===== src/design/round_robin_flow_scheduler_unit_macros.svh =====
// Assertion macros used by the round-robin flow scheduler datapath.
`ifndef ROUND_ROBIN_FLOW_SCHEDULER_UNIT_MACROS_SVH
`define ROUND_ROBIN_FLOW_SCHEDULER_UNIT_MACROS_SVH

// Clocked check, disabled while reset is high.
`define RRFS_ASSERT(label, prop, msg) \
   label: assert property (@(posedge clock) disable iff (reset) prop) else $error(msg);

// Clocked check that also holds during reset.
`define RRFS_ASSERT_ALWAYS(label, prop, msg) \
   label: assert property (@(posedge clock) prop) else $error(msg);

`endif


===== src/design/rrfs_pkg.sv =====
// Shared types and constants of the round-robin flow scheduler.
package rrfs_pkg;

   localparam int MAX_ACTIVE_DEFAULT = 16;

   // Request kinds
   localparam logic KIND_ARRIVAL = 1'b0;
   localparam logic KIND_TICK    = 1'b1;

   // Configuration register indexes
   localparam int CSR_INDEX_WIDTH = 2;
   localparam logic [CSR_INDEX_WIDTH-1:0] CSR_LIMIT_ENABLE    = 2'd0;
   localparam logic [CSR_INDEX_WIDTH-1:0] CSR_FLOW_LIMIT      = 2'd1;
   localparam logic [CSR_INDEX_WIDTH-1:0] CSR_MAX_FLOW_LENGTH = 2'd2;

   localparam logic [15:0] MAX_FLOW_LENGTH_RESET = 16'hFFFF;

   // Controller to datapath commands
   typedef struct packed {
      logic capture;
      logic pop_read;
      logic insert;
      logic read;
      logic exec;
      logic finish;
   } cmd_type;

   // Datapath to controller status
   typedef struct packed {
      logic kind;
      logic arr_ok;
      logic empty;
      logic out_free;
   } status_type;

endpackage


===== src/design/rrfs_ram.sv =====
// Generic single-write, single-read RAM with registered read data.
module rrfs_ram #(
   parameter int WIDTH = 16,
   parameter int DEPTH = 16
) (
   input  logic                     clock,
   input  logic                     we,
   input  logic [$clog2(DEPTH)-1:0] waddr,
   input  logic [WIDTH-1:0]         wdata,
   input  logic                     re,
   input  logic [$clog2(DEPTH)-1:0] raddr,
   output logic [WIDTH-1:0]         rdata
);

   logic [WIDTH-1:0] mem_ff [DEPTH];
   logic [WIDTH-1:0] rd_ff;

   always_ff @(posedge clock) begin
      if (we) begin
         mem_ff[waddr] <= wdata;
      end
      if (re) begin
         rd_ff <= mem_ff[raddr];
      end
   end

   assign rdata = rd_ff;

endmodule


===== src/design/rrfs_ctrl.sv =====
// Sequencing state machine of the round-robin flow scheduler.
module rrfs_ctrl
   import rrfs_pkg::*;
(
   input  logic       clock,
   input  logic       reset,
   input  logic       req_valid,
   output logic       req_stall,
   input  status_type st,
   output cmd_type    cmd
);

   typedef enum logic [5:0] {
      S_IDLE = 6'b000001,
      S_DEC  = 6'b000010,
      S_INS  = 6'b000100,
      S_RD   = 6'b001000,
      S_EXE  = 6'b010000,
      S_FIN  = 6'b100000
   } state_type;

   state_type state_ff, state_in;

   // Next state and commands
   always_comb begin
      state_in = state_ff;
      cmd      = '0;
      unique case (state_ff)
         S_IDLE: begin
            if (req_valid) begin
               cmd.capture = 1'b1;
               state_in    = S_DEC;
            end
         end
         S_DEC: begin
            cmd.pop_read = 1'b1;
            if (st.kind == KIND_ARRIVAL && st.arr_ok) begin
               state_in = S_INS;
            end else if (st.kind == KIND_TICK && !st.empty) begin
               state_in = S_RD;
            end else begin
               state_in = S_FIN;
            end
         end
         S_INS: begin
            cmd.insert = 1'b1;
            state_in   = st.empty ? S_RD : S_FIN;
         end
         S_RD: begin
            cmd.read = 1'b1;
            state_in = S_EXE;
         end
         S_EXE: begin
            if (st.out_free) begin
               cmd.exec = 1'b1;
               state_in = S_IDLE;
            end
         end
         S_FIN: begin
            if (st.out_free) begin
               cmd.finish = 1'b1;
               state_in   = S_IDLE;
            end
         end
         default: state_in = S_IDLE;
      endcase
   end

   always_ff @(posedge clock) begin
      if (reset) begin
         state_ff <= S_IDLE;
      end else begin
         state_ff <= state_in;
      end
   end

   assign req_stall = (state_ff != S_IDLE);

endmodule


===== src/design/rrfs_datapath.sv =====
// Flow list, slot allocation and result register of the scheduler.
module rrfs_datapath
   import rrfs_pkg::*;
#(
   parameter int MAX_ACTIVE = MAX_ACTIVE_DEFAULT
) (
   input  logic        clock,
   input  logic        reset,
   input  cmd_type     cmd,
   output status_type  st,
   input  logic        req_kind,
   input  logic [15:0] req_flow_length,
   input  logic        limit_enable,
   input  logic [15:0] flow_limit,
   input  logic [15:0] max_flow_length,
   input  logic        rsp_stall,
   output logic        rsp_valid,
   output logic        rsp_sent,
   output logic [15:0] rsp_flow_tag,
   output logic [15:0] rsp_packet_number,
   output logic        rsp_flow_done,
   output logic [4:0]  rsp_active_flows,
   output logic        rsp_arrival_accepted
);

`include "round_robin_flow_scheduler_unit_macros.svh"

   localparam int AW = $clog2(MAX_ACTIVE);
   localparam int CW = $clog2(MAX_ACTIVE + 1);
   localparam logic [CW-1:0] COUNT_MAX = CW'(MAX_ACTIVE);

   // List and allocation state
   logic [AW-1:0] head_ff, head_in, tail_ff, tail_in, serve_ff, serve_in;
   logic [CW-1:0] count_ff, count_in, fresh_ff, fresh_in, free_top_ff, free_top_in;
   logic [15:0]   created_ff, created_in;

   // Captured request
   logic          kind_ff;
   logic [15:0]   len_ff;
   logic          acc_ff, acc_in;

   // Result register
   logic          rsp_valid_ff, rsp_valid_in;
   logic          sent_ff;
   logic [15:0]   tag_ff, pnum_ff;
   logic          done_ff;
   logic [4:0]    active_ff;
   logic          racc_ff;

   // Memory ports
   logic          flow_we, link_we, prev_we, free_we;
   logic [AW-1:0] flow_waddr, link_waddr, prev_waddr;
   logic [47:0]   flow_wdata, flow_rd;
   logic [AW-1:0] link_wdata, prev_wdata, link_rd, prev_rd, free_rd;

   // Working values
   logic          out_free;
   logic [AW-1:0] slot;
   logic [15:0]   sent1;
   logic          done, is_head, is_last;
   logic [AW-1:0] new_head;
   logic [CW-1:0] count_after;

   assign out_free = !rsp_valid_ff || !rsp_stall;
   assign slot     = (free_top_ff != '0) ? free_rd : fresh_ff[AW-1:0];

   // Served flow update
   assign sent1       = flow_rd[31:16] + 16'd1;
   assign done        = (sent1 >= flow_rd[15:0]);
   assign is_head     = (serve_ff == head_ff);
   assign is_last     = (serve_ff == tail_ff);
   assign new_head    = (done && is_head) ? link_rd : head_ff;
   assign count_after = done ? count_ff - CW'(1) : count_ff;

   // Status to controller
   assign st.kind     = kind_ff;
   assign st.arr_ok   = (len_ff != 16'd0) && !(limit_enable && created_ff >= flow_limit)
                        && (count_ff < COUNT_MAX);
   assign st.empty    = (count_ff == '0);
   assign st.out_free = out_free;

   // Memory write muxes
   assign flow_we    = cmd.insert || cmd.exec;
   assign flow_waddr = cmd.insert ? slot : serve_ff;
   assign flow_wdata = cmd.insert ? {created_ff, 16'd0, len_ff}
                                  : {flow_rd[47:32], sent1, flow_rd[15:0]};
   assign link_we    = cmd.insert || (cmd.exec && done && !is_head);
   assign link_waddr = cmd.insert ? slot : prev_rd;
   assign link_wdata = cmd.insert ? head_ff : link_rd;
   assign prev_we    = (cmd.insert && !st.empty) || (cmd.exec && done && !is_last);
   assign prev_waddr = cmd.insert ? head_ff : link_rd;
   assign prev_wdata = cmd.insert ? slot : prev_rd;
   assign free_we    = cmd.exec && done;

   rrfs_ram #(.WIDTH(48), .DEPTH(MAX_ACTIVE)) u_flow_ram (
      .clock(clock), .we(flow_we), .waddr(flow_waddr), .wdata(flow_wdata),
      .re(cmd.read), .raddr(serve_ff), .rdata(flow_rd)
   );

   rrfs_ram #(.WIDTH(AW), .DEPTH(MAX_ACTIVE)) u_link_ram (
      .clock(clock), .we(link_we), .waddr(link_waddr), .wdata(link_wdata),
      .re(cmd.read), .raddr(serve_ff), .rdata(link_rd)
   );

   rrfs_ram #(.WIDTH(AW), .DEPTH(MAX_ACTIVE)) u_prev_ram (
      .clock(clock), .we(prev_we), .waddr(prev_waddr), .wdata(prev_wdata),
      .re(cmd.read), .raddr(serve_ff), .rdata(prev_rd)
   );

   // Stack of released slots
   rrfs_ram #(.WIDTH(AW), .DEPTH(MAX_ACTIVE)) u_free_ram (
      .clock(clock), .we(free_we), .waddr(free_top_ff[AW-1:0]), .wdata(serve_ff),
      .re(cmd.pop_read), .raddr(AW'(free_top_ff - CW'(1))), .rdata(free_rd)
   );

   // List state next values
   always_comb begin
      head_in     = head_ff;
      tail_in     = tail_ff;
      serve_in    = serve_ff;
      count_in    = count_ff;
      fresh_in    = fresh_ff;
      free_top_in = free_top_ff;
      created_in  = created_ff;
      acc_in      = acc_ff;
      if (cmd.capture) begin
         acc_in = 1'b0;
      end
      if (cmd.insert) begin
         acc_in  = 1'b1;
         head_in = slot;
         if (st.empty) begin
            tail_in  = slot;
            serve_in = slot;
         end
         count_in = count_ff + CW'(1);
         if (free_top_ff != '0) begin
            free_top_in = free_top_ff - CW'(1);
         end else begin
            fresh_in = fresh_ff + CW'(1);
         end
         if (created_ff != 16'hFFFF) begin
            created_in = created_ff + 16'd1;
         end
      end
      if (cmd.exec) begin
         head_in  = new_head;
         serve_in = is_last ? new_head : link_rd;
         count_in = count_after;
         if (done) begin
            free_top_in = free_top_ff + CW'(1);
            if (is_last && !is_head) begin
               tail_in = prev_rd;
            end
         end
      end
   end

   always_ff @(posedge clock) begin
      if (reset) begin
         head_ff     <= '0;
         tail_ff     <= '0;
         serve_ff    <= '0;
         count_ff    <= '0;
         fresh_ff    <= '0;
         free_top_ff <= '0;
         created_ff  <= '0;
         acc_ff      <= 1'b0;
      end else begin
         head_ff     <= head_in;
         tail_ff     <= tail_in;
         serve_ff    <= serve_in;
         count_ff    <= count_in;
         fresh_ff    <= fresh_in;
         free_top_ff <= free_top_in;
         created_ff  <= created_in;
         acc_ff      <= acc_in;
      end
   end

   // Request capture, length capped
   always_ff @(posedge clock) begin
      if (cmd.capture) begin
         kind_ff <= req_kind;
         len_ff  <= (req_flow_length > max_flow_length) ? max_flow_length : req_flow_length;
      end
   end

   // Result register
   assign rsp_valid_in = (cmd.exec || cmd.finish) ? 1'b1 : (rsp_valid_ff && rsp_stall);

   always_ff @(posedge clock) begin
      if (reset) begin
         rsp_valid_ff <= 1'b0;
      end else begin
         rsp_valid_ff <= rsp_valid_in;
      end
   end

   always_ff @(posedge clock) begin
      if (cmd.exec) begin
         sent_ff   <= 1'b1;
         tag_ff    <= flow_rd[47:32];
         pnum_ff   <= sent1;
         done_ff   <= done;
         active_ff <= 5'(count_after);
         racc_ff   <= acc_ff;
      end else if (cmd.finish) begin
         sent_ff   <= 1'b0;
         tag_ff    <= 16'd0;
         pnum_ff   <= 16'd0;
         done_ff   <= 1'b0;
         active_ff <= 5'(count_ff);
         racc_ff   <= acc_ff;
      end
   end

   assign rsp_valid            = rsp_valid_ff;
   assign rsp_sent             = sent_ff;
   assign rsp_flow_tag         = tag_ff;
   assign rsp_packet_number    = pnum_ff;
   assign rsp_flow_done        = done_ff;
   assign rsp_active_flows     = active_ff;
   assign rsp_arrival_accepted = racc_ff;

   // Every slot handed out is either on the list or on the free stack
   `RRFS_ASSERT(a_slot_balance,
      (CW+1)'(count_ff) + (CW+1)'(free_top_ff) == (CW+1)'(fresh_ff),
      "slot accounting broken")
   `RRFS_ASSERT(a_count_bound, count_ff <= COUNT_MAX, "flow count above table size")
   `RRFS_ASSERT(a_no_send_fields,
      rsp_valid_ff && !sent_ff |-> tag_ff == 16'd0 && pnum_ff == 16'd0 && !done_ff,
      "idle result carries send fields")
   `RRFS_ASSERT(a_result_hold,
      $past(rsp_valid_ff && rsp_stall) |-> rsp_valid_ff && $stable(tag_ff)
      && $stable(pnum_ff), "stalled result changed")

endmodule


===== src/design/round_robin_flow_scheduler_unit.sv =====
// Round-robin flow scheduler: top level with configuration registers.
//
// Requests (req_valid/req_stall) carry kind and flow_length. An arrival
// (kind 0) creates a flow, length capped at max_flow_length, unless the
// capped length is zero, the creation limit is reached or the table of
// MAX_ACTIVE flows is full. A transmit tick (kind 1) sends one packet of
// the flow under the serve pointer and moves the pointer around the list.
// Every request yields exactly one response (rsp_valid/rsp_stall).
// Steps from request accept to response: a refused arrival or an idle tick
// goes decode, finish; a queued arrival goes decode, insert, finish; a tick
// that sends goes decode, read (registered read of the flow RAMs), execute;
// an arrival into an empty list goes decode, insert, read, execute (it sends
// at once). One request is in flight at a time; the next can be taken once
// its response is registered. Reset empties the list and restores register
// defaults; no memory clear. A stalled response is held; the block then
// waits before its next result. Configuration (csr_valid/csr_ready, always
// ready) is written by the user only while idle; not enforced by the block.
module round_robin_flow_scheduler_unit
   import rrfs_pkg::*;
#(
   parameter int MAX_ACTIVE = MAX_ACTIVE_DEFAULT
) (
   input  logic                       clock,
   input  logic                       reset,
   input  logic                       req_valid,
   output logic                       req_stall,
   input  logic                       req_kind,
   input  logic [15:0]                req_flow_length,
   output logic                       rsp_valid,
   input  logic                       rsp_stall,
   output logic                       rsp_sent,
   output logic [15:0]                rsp_flow_tag,
   output logic [15:0]                rsp_packet_number,
   output logic                       rsp_flow_done,
   output logic [4:0]                 rsp_active_flows,
   output logic                       rsp_arrival_accepted,
   input  logic                       csr_valid,
   output logic                       csr_ready,
   input  logic [CSR_INDEX_WIDTH-1:0] csr_index,
   input  logic [15:0]                csr_wdata
);

   logic        limit_enable_ff;
   logic [15:0] flow_limit_ff;
   logic [15:0] max_len_ff;
   cmd_type     cmd;
   status_type  st;

   assign csr_ready = 1'b1;

   // Configuration registers
   always_ff @(posedge clock) begin
      if (reset) begin
         limit_enable_ff <= 1'b0;
         flow_limit_ff   <= 16'd0;
         max_len_ff      <= MAX_FLOW_LENGTH_RESET;
      end else if (csr_valid && csr_ready) begin
         unique case (csr_index)
            CSR_LIMIT_ENABLE:    limit_enable_ff <= csr_wdata[0];
            CSR_FLOW_LIMIT:      flow_limit_ff   <= csr_wdata;
            CSR_MAX_FLOW_LENGTH: max_len_ff      <= csr_wdata;
            default: ;
         endcase
      end
   end

   rrfs_ctrl u_ctrl (
      .clock(clock), .reset(reset), .req_valid(req_valid), .req_stall(req_stall),
      .st(st), .cmd(cmd)
   );

   rrfs_datapath #(.MAX_ACTIVE(MAX_ACTIVE)) u_datapath (
      .clock(clock), .reset(reset), .cmd(cmd), .st(st),
      .req_kind(req_kind), .req_flow_length(req_flow_length),
      .limit_enable(limit_enable_ff), .flow_limit(flow_limit_ff),
      .max_flow_length(max_len_ff), .rsp_stall(rsp_stall), .rsp_valid(rsp_valid),
      .rsp_sent(rsp_sent), .rsp_flow_tag(rsp_flow_tag),
      .rsp_packet_number(rsp_packet_number), .rsp_flow_done(rsp_flow_done),
      .rsp_active_flows(rsp_active_flows), .rsp_arrival_accepted(rsp_arrival_accepted)
   );

endmodule

===== config.mk =====
export PLATFORM = sky130hd
export DESIGN_NAME = round_robin_flow_scheduler_unit
export DESIGN_NICKNAME = d
export VERILOG_FILES = /design/src/design/rrfs_pkg.sv /design/src/design/rrfs_ram.sv /design/src/design/rrfs_ctrl.sv /design/src/design/rrfs_datapath.sv /design/src/design/round_robin_flow_scheduler_unit.sv
export VERILOG_INCLUDE_DIRS = /design/src /design/src/design
export SDC_FILE = /design/constraint.sdc
export NUM_CORES = 1
export LEC_CHECK = 0
export ABC_AREA = 1
export BUFFER_PORTS_ARGS = -buffer_cell sky130_fd_sc_hd__buf_2
export CAP_MARGIN = 40
export CORE_ASPECT_RATIO = 0.5
export CORE_MARGIN = 2
export CORE_UTILIZATION = 53
export CTS_BUF_LIST = sky130_fd_sc_hd__clkbuf_4 sky130_fd_sc_hd__clkbuf_8 sky130_fd_sc_hd__clkbuf_16
export DETAILED_ROUTE_END_ITERATION = 8
export PLACE_DENSITY = 0.78
export SYNTH_ARGS = -nofsm -noshare
export SYNTH_HDL_FRONTEND = slang
export SYNTH_SLANG_ARGS = --single-unit

===== constraint.sdc =====
create_clock -name clock -period 8.5 [get_ports clock]
set_clock_uncertainty 0.15 [all_clocks]
set_input_delay 0.85 -clock clock [delete_from_list [all_inputs] [get_ports clock]]
set_output_delay 0.85 -clock clock [all_outputs]
set_load 0.05 [all_outputs]

Word-level counts from Yosys, hierarchy flattened
Memory sizes are Yosys's and may differ from the RTL's. A register that Yosys moved wholly into a read port is not among the register bits. Index checks and enable logic that the tools add are counted.

Register bits after elaboration: 141. Latch bits: 0. RAM bits: 960. ROM bits: 0. Input port bits: 40. Output and inout port bits: 43. Word-level logic and storage cells: 150. Memories: 4.

$add $sub $neg: 7. $mul: 0. Div/mod/pow operators: 0. Magnitude comparators: 4. Eq/ne operators: 14. Shift-type cells: 0. Mux-type cells: 59. Bitwise gates (word level): 2. Reductions and logical operators: 39.

Memories: u_datapath.u_flow_ram.mem_ff (depth 16, width 48, rd ports 1, clocked after Yosys merged registers in 1, write ports 1, line rrfs_ram.sv:15) `logic [WIDTH-1:0] mem_ff [DEPTH];`; u_datapath.u_free_ram.mem_ff (depth 16, width 4, rd ports 1, clocked after Yosys merged registers in 1, write ports 1, line rrfs_ram.sv:15); u_datapath.u_link_ram.mem_ff (depth 16, width 4, rd ports 1, clocked after Yosys merged registers in 1, write ports 1, line rrfs_ram.sv:15); u_datapath.u_prev_ram.mem_ff (depth 16, width 4, rd ports 1, clocked after Yosys merged registers in 1, write ports 1, line rrfs_ram.sv:15).

Operator list (number): 2-to-1 mux 16 bit (4); 2-to-1 mux 4 bit (16); 2-to-1 mux 48 bit (1); 2-to-1 mux 5 bit (9); adder 16 x 1 -> 16 bit, second input constant (2); greater-or-equal comparator 16 bit (2); 2-to-1 mux 6 bit (5); one-hot mux 6 bit (5 select lines) (1); 2-to-1 mux 1 bit (23); greater-than comparator 16 bit (1); inequality test 16 bit, second input constant (1); nonzero test 16 bit (1); adder 5 x 1 -> 5 bit, second input constant (3); AND reduction 2 bit (7); logical AND 1 bit (12); subtractor 5 x 1 -> 5 bit, second input constant (2); equality test 4 bit (2); nonzero test 2 bit (4); equality test 6 x 1 -> 1 bit, second input constant (1); equality test 6 x 2 -> 1 bit, second input constant (1); equality test 6 x 3 -> 1 bit, second input constant (1); equality test 6 x 4 -> 1 bit, second input constant (1); equality test 6 x 5 -> 1 bit, second input constant (1); equality test 6 bit, second input constant (1); 13 further kinds (23).

Longest topological paths before layout
Gate-level depths: netlist of run 1.

Depth after elaboration: 9. Gate-level depth with buffers: 24.

By module
A second synthesis of run 1 with hierarchy kept.

Cell total of the unflattened synthesis: 5224. Area total of the unflattened synthesis: 52237.6 µm².

Modules (own cells, without submodules): rrfs_ram at u_datapath.u_flow_ram (instances 1, cells an instance 3165, area an instance 34469.3 µm², sequential area each 24503.5 µm²); rrfs_ram at u_datapath.u_free_ram ... (instances 3, cells an instance 290, area an instance 3006.6 µm², sequential area each 2042.0 µm²); rrfs_datapath (instances 1, cells an instance 941, area an instance 6902.9 µm², sequential area each 2582.5 µm²); round_robin_flow_scheduler_unit (instances 1, cells an instance 186, area an instance 1452.6 µm², sequential area each 660.6 µm²); rrfs_ctrl (instances 1, cells an instance 62, area an instance 392.9 µm², sequential area each 120.1 µm²).

Least setup slack after synthesis of run 1
No wires, ideal clock.

Kind: reg-to-reg. From: reg u_ctrl.state_ff[5]. To: reg u_datapath.u_flow_ram.rd_ff[0] (netlist: u_datapath.u_flow_ram.rdata[0]) (read register of u_datapath.u_flow_ram.mem_ff), enable pin. Data arrival time: 5999 ps. Required time: 7735 ps. Setup slack: 1736 ps. Cell stages (with the launch flop): 4. Buffers on the path: 0. Clock period less this slack: 6764 ps. Cell sequence: dfxtp_1 -> inv_2 -> nand2_4 -> nor4_1.

Word-level cells in the longest chain between the ends: 2.

RTL lines: start: declaration (line rrfs_ctrl.sv:22) `state_type state_ff, state_in;`; start signal: assignment (line rrfs_ctrl.sv:73) `state_ff <= state_in;`; equality test 6 x 4 -> 1 bit (line rrfs_ctrl.sv:28) `unique case (state_ff)`; 2-to-1 mux 1 bit (line rrfs_ctrl.sv:28); end: declaration (line rrfs_ram.sv:16) `logic [WIDTH-1:0] rd_ff;`.

No other way between the ends. A chain may end at the register's enable or synchronous reset.

Worst setup path in the final report of run 1
From: reg u_datapath.u_flow_ram.rd_ff[16] (netlist: u_datapath.u_flow_ram.rdata[16]) (read register of u_datapath.u_flow_ram.mem_ff). To: mem u_datapath.u_link_ram.mem_ff[15][2] (netlist name), enable pin.

Word-level cells in the longest chain between the ends: 7.

RTL lines: adder 16 x 1 -> 16 bit (line rrfs_datapath.sv:68) `assign sent1 = flow_rd[31:16] + 16'd1;`; via u_datapath.sent1[14] (line rrfs_datapath.sv:59) `logic [15:0] sent1;`; greater-or-equal comparator 16 bit (line rrfs_datapath.sv:69) `assign done = (sent1 >= flow_rd[15:0]);`; logical AND 1 bit (2 in a row) (line rrfs_datapath.sv:87) `assign link_we = cmd.insert || (cmd.exec && done && !is_head);`; logical OR 1 bit (line rrfs_datapath.sv:87); 2-to-1 mux 1 bit (line rrfs_ram.sv:19) `if (we) begin`; 2-to-1 mux 1 bit (not written as such) (line rrfs_ram.sv:20) `mem_ff[waddr] <= wdata;`; end: declaration (line rrfs_ram.sv:15).

The timed path passes the listed nets, and every way through them passes these cells.

==> results of run 1 <==
[cells by family after synthesis]
logic type | count (synthesis) | synth area share (%)
other cells | 1 | 0.00786
flops | 1160 | 71.2
compound gates | 799 | 10.6
buf+inv | 435 | 3.64
mux | 167 | 3.50
xor+xnor | 29 | 0.532
simple gates | 1025 | 8.94
fa+ha+maj | 58 | 1.52
[power by group]
part           internal [mW]  switching (mW)
sequential              6.17          0.0103
combinational         0.0442           0.108
clock                   2.47            2.06
[sequential cells by signal, summed over array words and instances (netlist names), 6 cells and up]
register	count
u_datapath.u_prev_ram.mem_ff	64
u_datapath.u_link_ram.mem_ff	64
u_datapath.u_free_ram.mem_ff	64
u_ctrl.state_ff	6
flow_limit_ff	16
u_datapath.u_flow_ram.mem_ff	768
u_datapath.len_ff	16
u_datapath.rsp_packet_number	16
max_len_ff	16
u_datapath.created_ff	16
u_datapath.rsp_flow_tag	16
u_datapath.u_flow_ram.rdata	48
[per-layer routing]
metal	up-vias	share of wire (%)	wire, um	track usage (%)
li1	13725	-	-	-
met1	15217	40	46300	34.6
met2	1837	47	54300	39.7
met3	271	11	12900	5.24
met4	4	2.8	3240	7.70
met5	-	0.023	27	0
[cells in the final DEF (no fill, tap or decap), types with 10 or more instances in the layout]
cell type / n
clkbuf_4: 19
ha_1: 58
buf_2: 81
clkbuf_16: 100
mux2i_1: 167
o221ai_1: 172
dfxtp_1: 80
buf_4: 82
inv_1: 204
o21ai_0: 383
edfxtp_1: 1076
a21oi_1: 78
xor2_1: 22
nand4_1: 10
o22ai_1: 24
nand3_1: 119
o211ai_1: 69
nor3_1: 28
nor2_4: 19
nor2_1: 521
clkinv_2: 22
o32ai_1: 47
clkinv_1: 20
nand2_1: 292
[through the flow]
| stage | power (mW) | hold WS (ps) |
|---|---|---|
| CTS | 10.9 | 188 |
| detailed placement | 6.45 | 273 |
| finish | 10.9 | 223 |
| floorplan | 6.39 | 259 |
| global route | 11.1 | 202 |
| global placement | 6.44 | 264 |
[area by class of cell]
class,count,area share (%)
sequential,1160,64.1
clock buffer,121,5.04
clock inverter,63,1.05
inverter,217,1.56
tap,1185,2.80
timing repair buffer,178,2.56
multi-input combinational,2079,22.9
[critical path: stages, from the launching register on]
cell and delay (ps):
edfxtp_1 410, ha_1 200, nand3_1 90, nor2_1 100, inv_1 70, nor2_2 120
nand3_1 130, nor2_1 140, nand2_1 90, nor2_1 160, nand3_1 110, xor2_1 220
inv_1 70, ha_1 270, nand2_1 70, nor3_1 300, nand2_1 140, nand3_2 350
nand2_1 240, o21ai_1 380, nand3_1 320, nor2_1 390
[worst min-delay path by stage]
| stage | end | slack, ps | start | depth (start not counted) |
|---|---|---|---|---|
| after floorplan | u_datapath.rsp_arrival_accepted | 260 | u_datapath.acc_ff | 0 |
| after global placement | u_datapath.rsp_arrival_accepted | 260 | u_datapath.acc_ff | 0 |
| after CTS | u_datapath.kind_ff | 190 | req_kind | 1 |
| final | u_datapath.kind_ff | 220 | req_kind | 1 |
| after global routing | u_datapath.kind_ff | 200 | req_kind | 1 |
| after detailed placement | u_datapath.rsp_arrival_accepted | 270 | u_datapath.acc_ff | 0 |
==> metrics.md, run 1 <==
| Metric | Value |
|---|---|
| Synth cell count leaders | 1,076 x edfxtp_1, 534 x nor2_1, 384 x o21ai_0 |
| Final Cell Area | roughly 0.053 mm2 |
| Period utilisation layout | 57.3% |
| CP Max Fanout | 16 |
| DR vias | 31,054 |
| Fin. max-slew vios | 0 |
| Required time worst endpoint | 8710 ps |
| H-tree Lvls | 3 |
| R2R Setup Slk | roughly 3600 ps |
| Post-layout util | ~60% |
| Reg2reg start | u_datapath.u_flow_ram.rdata[16] |
| Synth unique cells | 51 |
| Finished Layout Cells | ~5,000 |
| Cell taking the most area after synthesis | edfxtp_1 |
| Peak supply drop | 0.000133 V |
| Clock period minus worst slack | roughly 4900 ps |
| Post-Syn Instances | between 3,000 and 4,000 |
| Worst-skew pair later-pin latency | 690 ps |
| Final wirelength | between 100 and 150 mm |
| # nets final | between 3,000 and 4,000 |
| Synth async-reset ratio | 0% |
| CP endpoint | u_datapath.u_link_ram.mem_ff[15][2] |
| Fillers | around 6,400 |
| FF+latch area | around 0.034 mm2 |
| TNS Setup | 0 ps |
| First-pass iteration count of the detailed router | 6 |
| Max Fclk | a little over 200 MHz |
| Ys flop type | edfxtp_1 |
| Power Density | roughly 200 mW/mm2 |
| Yosys top cell area share | 67.7% |
| Post-route ant nets | 0 |
| CTS Buf Count | 99 |
| Worst R2R Path Depth | 21 |
| Vias in the first global route | 29,976 |
| Largest net degree at the start of global routing | 199 |
| I/O pins | 83 |
| Clock slew at reported path FFs | about 70 ps |
| Initial antenna violation count | 4 |
| Crit path DAT | 5080 ps |
| Seq/Total Area, Yosys | 71.2% |
| Max Cap Viol | 0 |
| Gr ovfl total | 0 |
| Synth Warn # | 0 |
| RSZ-0062 raised after global routing | false |
| ANT cells | 0 |
| Crit path launch | u_datapath.u_flow_ram.rdata[16] |
| TritonCTS clock tree | yes |
| Resize count post-CTS | 0 |
| Netlist Area Pre-Place | ~0.048 mm2 |
| CORE AREA | a little under 0.09 mm2 |
| Total Routing Usage GR | between 20% and 30% |
| Most frequent cell after synthesis | edfxtp_1 |
| Share of layout cells above drive strength 1 | between 10% and 20% |
| Pleak | approximately 17 nW |
| Area Overhead vs Synth | 11.1% |
| Die area | 0.0926 mm2 |
| Synth Register Bits | 1,160 |
| Area post-placement | ~0.05 mm2 |
| Status | finished clean |
| Global-route wire length before repair | ~180 mm |
| Syn_area_per_cell | 13.0 um2 |
| Setup crit end kind | flop |
| Root buf cell | clkbuf_16 |
| Number of port buffers | a little over 80 |
| Worst Tran Pin Value | approximately 1100 ps |
| Place WS | roughly 3700 ps |
| DIE WIDTH | approximately 430 um |
| Clock tree buffer depth | 3 |
| Hold WC Path Type | input port to flop |
| DRC viols | 0 |
| Post-Place Cells | about 4,800 |
| Post-CTS Setup Inserts | 0 |
| GP Congestion | 0.881 |
| Final hold viol count | 0 |
| Multi-input gate area | about 0.012 mm2 |
| Critical path launch point type | flop |
| Wire length per cell | 23.3 um |
| Hpwl dp | 66.7 mm |
| Hold-fix buffers at CTS | 0 |
| Final setup fails | 0 |
| Number of synthesized flops with an enable pin | roughly 1,100 |
| PnR worst setup slack | approximately 3600 ps |
| RR Endpoint | u_datapath.u_link_ram.mem_ff[15][2] |
| Chip height | roughly 220 um |
| Cell Rows | slightly below 80 |
| Type of the worst setup path | flop to flop |
| Slew HR | 28.9% |
| Starting Density | between 50 and 60% |
| Vias/cell | roughly 6.2 |
| Initial DRC count | 4,240 |
| Top cells by area, synth | edfxtp_1 68%, nor2_1 4.2%, o21ai_0 4.0%, dfxtp_1 3.5%, mux2i_1 3.5% |
| Clock sink count | roughly 1,200 |
| Synth Net Count | 3,772 |
Power figures use the tool's default switching activity.
==> inputs of run 2 (changes only) <==
Clock period 8.5 ns to 5.1 ns, I/O delays scaled along.
==> run 2 against run 1 <==
Effect of this change:
- critical path depth unchanged
- non-clock buffer count up 16
- utilization up 0.57 points
- setup slack worse by 3100 ps
- first-iteration DRC count up 10%
- sequential power up 67%
- maximum frequency up 5.8%
- largest cell class unchanged
- largest power group unchanged
==> metrics.md, run 2 (synthesis results as in run 1) <==
| Metric | Value |
|---|---|
| Setup crit end kind | flop |
| Clock sink count | 1,160 |
| Type of the worst setup path | flop to flop |
| Gr ovfl total | 0 |
| Met2 usage | approximately two fifths |
| Max FFs per register | between 700 and 800 |
| Crit path DAT | roughly 4800 ps |
| Slowest stage delay, CP | 420 ps |
| Hpwl dp | roughly 65 mm |
| Fillers | 6,369 |
| Final wirelength | roughly 120 mm |
| # nets final | approximately 3,800 |
| Vias in the first global route | about 30,000 |
| Slew HR | about a third |
| Final Power | between 15 and 20 mW |
| Resize count post-CTS | 0 |
| Required time worst endpoint | ~5300 ps |
| Starting Density | 53.8% |
| Pleak | about 18 nW |
| Worst-skew pair later-pin latency | 690 ps |
| Initial antenna violation count | 7 |
| Leading cell type in the layout, fill and taps excluded | edfxtp_1 |
| RR Endpoint | u_datapath.u_link_ram.mem_ff[10][1] |
| Clock tree buffer depth | 3 |
| Wire length per cell | 23.7 um |
| Max Cap Viol | 0 |
| Min-Delay Startpoint | req_flow_length[9] |
| Hold-fix buffers at CTS | 20 |
| Post-CTS Setup Inserts | 0 |
| Final setup fails | 0 |
| Hold Path End | u_datapath.len_ff[9] |
| TritonCTS clock tree | yes |
| Largest delay share family, worst path | simple AND/OR/NAND/NOR gates |
| CTS Buf Count | 98 |
| First-pass iteration count of the detailed router | 5 |
| Worst R2R Path Depth | 21 |
| DIE WIDTH | 428 um |
| Total Routing Usage GR | 25.3% |
| H-tree Lvls | 3 |
| DRC viols | 0 |
| CP Max Fanout | 5 |
| R2R Setup Slk | ~490 ps |
| Clock slew at reported path FFs | about 70 ps |
| Die area | 0.0926 mm2 |
| Reg2reg start | u_datapath.u_flow_ram.rdata[16] |
| Max Fclk | 217 MHz |
| Share of layout cells above drive strength 1 | a little over a tenth |
| Worst path cell trace | ha_1 -> nand3_1 -> nor2_1 -> inv_1 -> nor2_2 -> nand3_1 -> nor2_1 -> nand2_1 -> nor2_1 -> nand3_1 -> xor2_1 -> inv_1 -> ha_1 -> nand2_1 -> nor3_1 -> nand2_1 -> nand3_2 -> nand2_1 -> o21ai_1 -> nand3_1 -> nor2_1 |
| Post-route ant nets | 0 |
| Initial DRC count | around 4,700 |
| Global Route met1 Usage | between 30% and 40% |
| Fin. max-slew vios | 0 |
| Worst Tran Pin Value | 970 ps |
| Clock period minus worst slack | between 4000 and 5000 ps |
| Final hold viol count | 0 |
| Peak supply drop | approximately 0.00027 V |
| Vias/cell | 6.21 |
| Buf/Inv on CP | 2 |
| Hold path depth | 3 |
| Status | finished clean |
| Area Overhead vs Synth | 12.2% |
| DR vias | ~31,000 |
| Hold WC Path Type | input port to flop |
| CORE AREA | a little under 0.09 mm2 |
| Root buf cell | clkbuf_16 |
| Power Density | 345 mW/mm2 |
| Number of port buffers | 81 |
| GP Congestion | approximately 0.9 |
| Slowest library cell on the worst path | edfxtp_1 |
| Grt peak-use layer | met2 |
| Period utilisation layout | roughly nine tenths |
| Commonest non-fill, non-tap cells in the layout | 1,076 x edfxtp_1, 521 x nor2_1, 384 x o21ai_0, 292 x nand2_1, 204 x inv_1 |
| Reg with most FFs | u_datapath.u_flow_ram.mem_ff |
| Post-layout util | 60.3% |
| Global-route wire length before repair | about 180 mm |
| Largest net degree at the start of global routing | 220 |
| Critical path launch point type | flop |
| I/O pins | between 80 and 90 |
| RSZ-0062 raised after global routing | false |
| Chip height | 216 um |
| TNS Setup | 0 ps |
| Cell Rows | between 70 and 80 |
| Met3 Use GR | under 10% |
[run 2: changes by cell type in the layout (fill, tap and decap cells not counted), moves of 5 or more]
cell	change
buf_12	+14
buf_4	-18
bufinv_16	+7
clkinv_1	-5
clkinv_2	-7
dlygate4sd3_1	+20
[run 2: power by group]
part | internal [mW] | total (mW) | switching [mW]
Sequential | 10.3 | 10.3 | 0.0174
Combinational | 0.0837 | 0.271 | 0.187
Clock | 4.44 | 7.90 | 3.46
[run 2: how the worst max path moves through the flow]
stage | startpoint | to | slack (ps) | depth (start not counted)
after floorplan | u_datapath.free_top_ff[0] | u_datapath.u_flow_ram.mem_ff[12][0] | -740 | 12
after global placement | u_datapath.u_flow_ram.rdata[16] | u_datapath.u_link_ram.mem_ff[6][0] | 710 | 21
after detailed placement | u_datapath.u_flow_ram.rdata[16] | u_datapath.u_link_ram.mem_ff[10][0] | 540 | 21
after CTS | u_datapath.u_flow_ram.rdata[16] | u_datapath.u_link_ram.mem_ff[10][1] | 510 | 21
after global routing | u_datapath.u_flow_ram.rdata[16] | u_datapath.u_link_ram.mem_ff[10][1] | 30 | 21
final | u_datapath.u_flow_ram.rdata[16] | u_datapath.u_link_ram.mem_ff[10][1] | 490 | 21
[run 2: area by class of cell]
| cell class | count | area [um2] | area share [%] |
|---|---|---|---|
| timing repair buffer | 194 | 1680 | 3.14 |
| multi-input combinational | 2079 | 12100 | 22.7 |
| inverter | 217 | 830 | 1.55 |
| tap | 1185 | 1480 | 2.77 |
| antenna | 2 | 5.00 | 0.00935 |
| clock inverter | 60 | 749 | 1.40 |
| clock buffer | 120 | 2640 | 4.93 |
| sequential | 1160 | 34000 | 63.5 |
[run 2: worst register-to-register path, stage by stage (launching register included)]
cell and delay (ps):
edfxtp_1 420, ha_1 200, nand3_1 90, nor2_1 100, inv_1 70, nor2_2 120
nand3_1 110, nor2_1 150, nand2_1 90, nor2_1 160, nand3_1 110, xor2_1 230
inv_1 70, ha_1 280, nand2_1 80, nor3_1 260, nand2_1 120, nand3_2 210
nand2_1 190, o21ai_1 400, nand3_1 300, nor2_1 370
[run 2: through the flow]
step | setup WS [ps] | cell area [um2] | instances | hold WS [ps]
6_report | 494 | 53500 | 5017 | 24.1
5_1_grt | 34.6 | 53500 | 5015 | 16.9
4_1_cts | 514 | 53500 | 5015 | 2.25
3_5_place_dp | 537 | 49900 | 4815 | 281
3_3_place_gp | 712 | 49700 | 4799 | 276
2_1_floorplan | -742 | 47700 | 3674 | 259
[run 2: layer usage]
metal  up-vias  wire length, um
met5         -               29
met4         6             2950
met3       243            13200
met2      1807            55500
met1     15350            47200
li1      13768                -
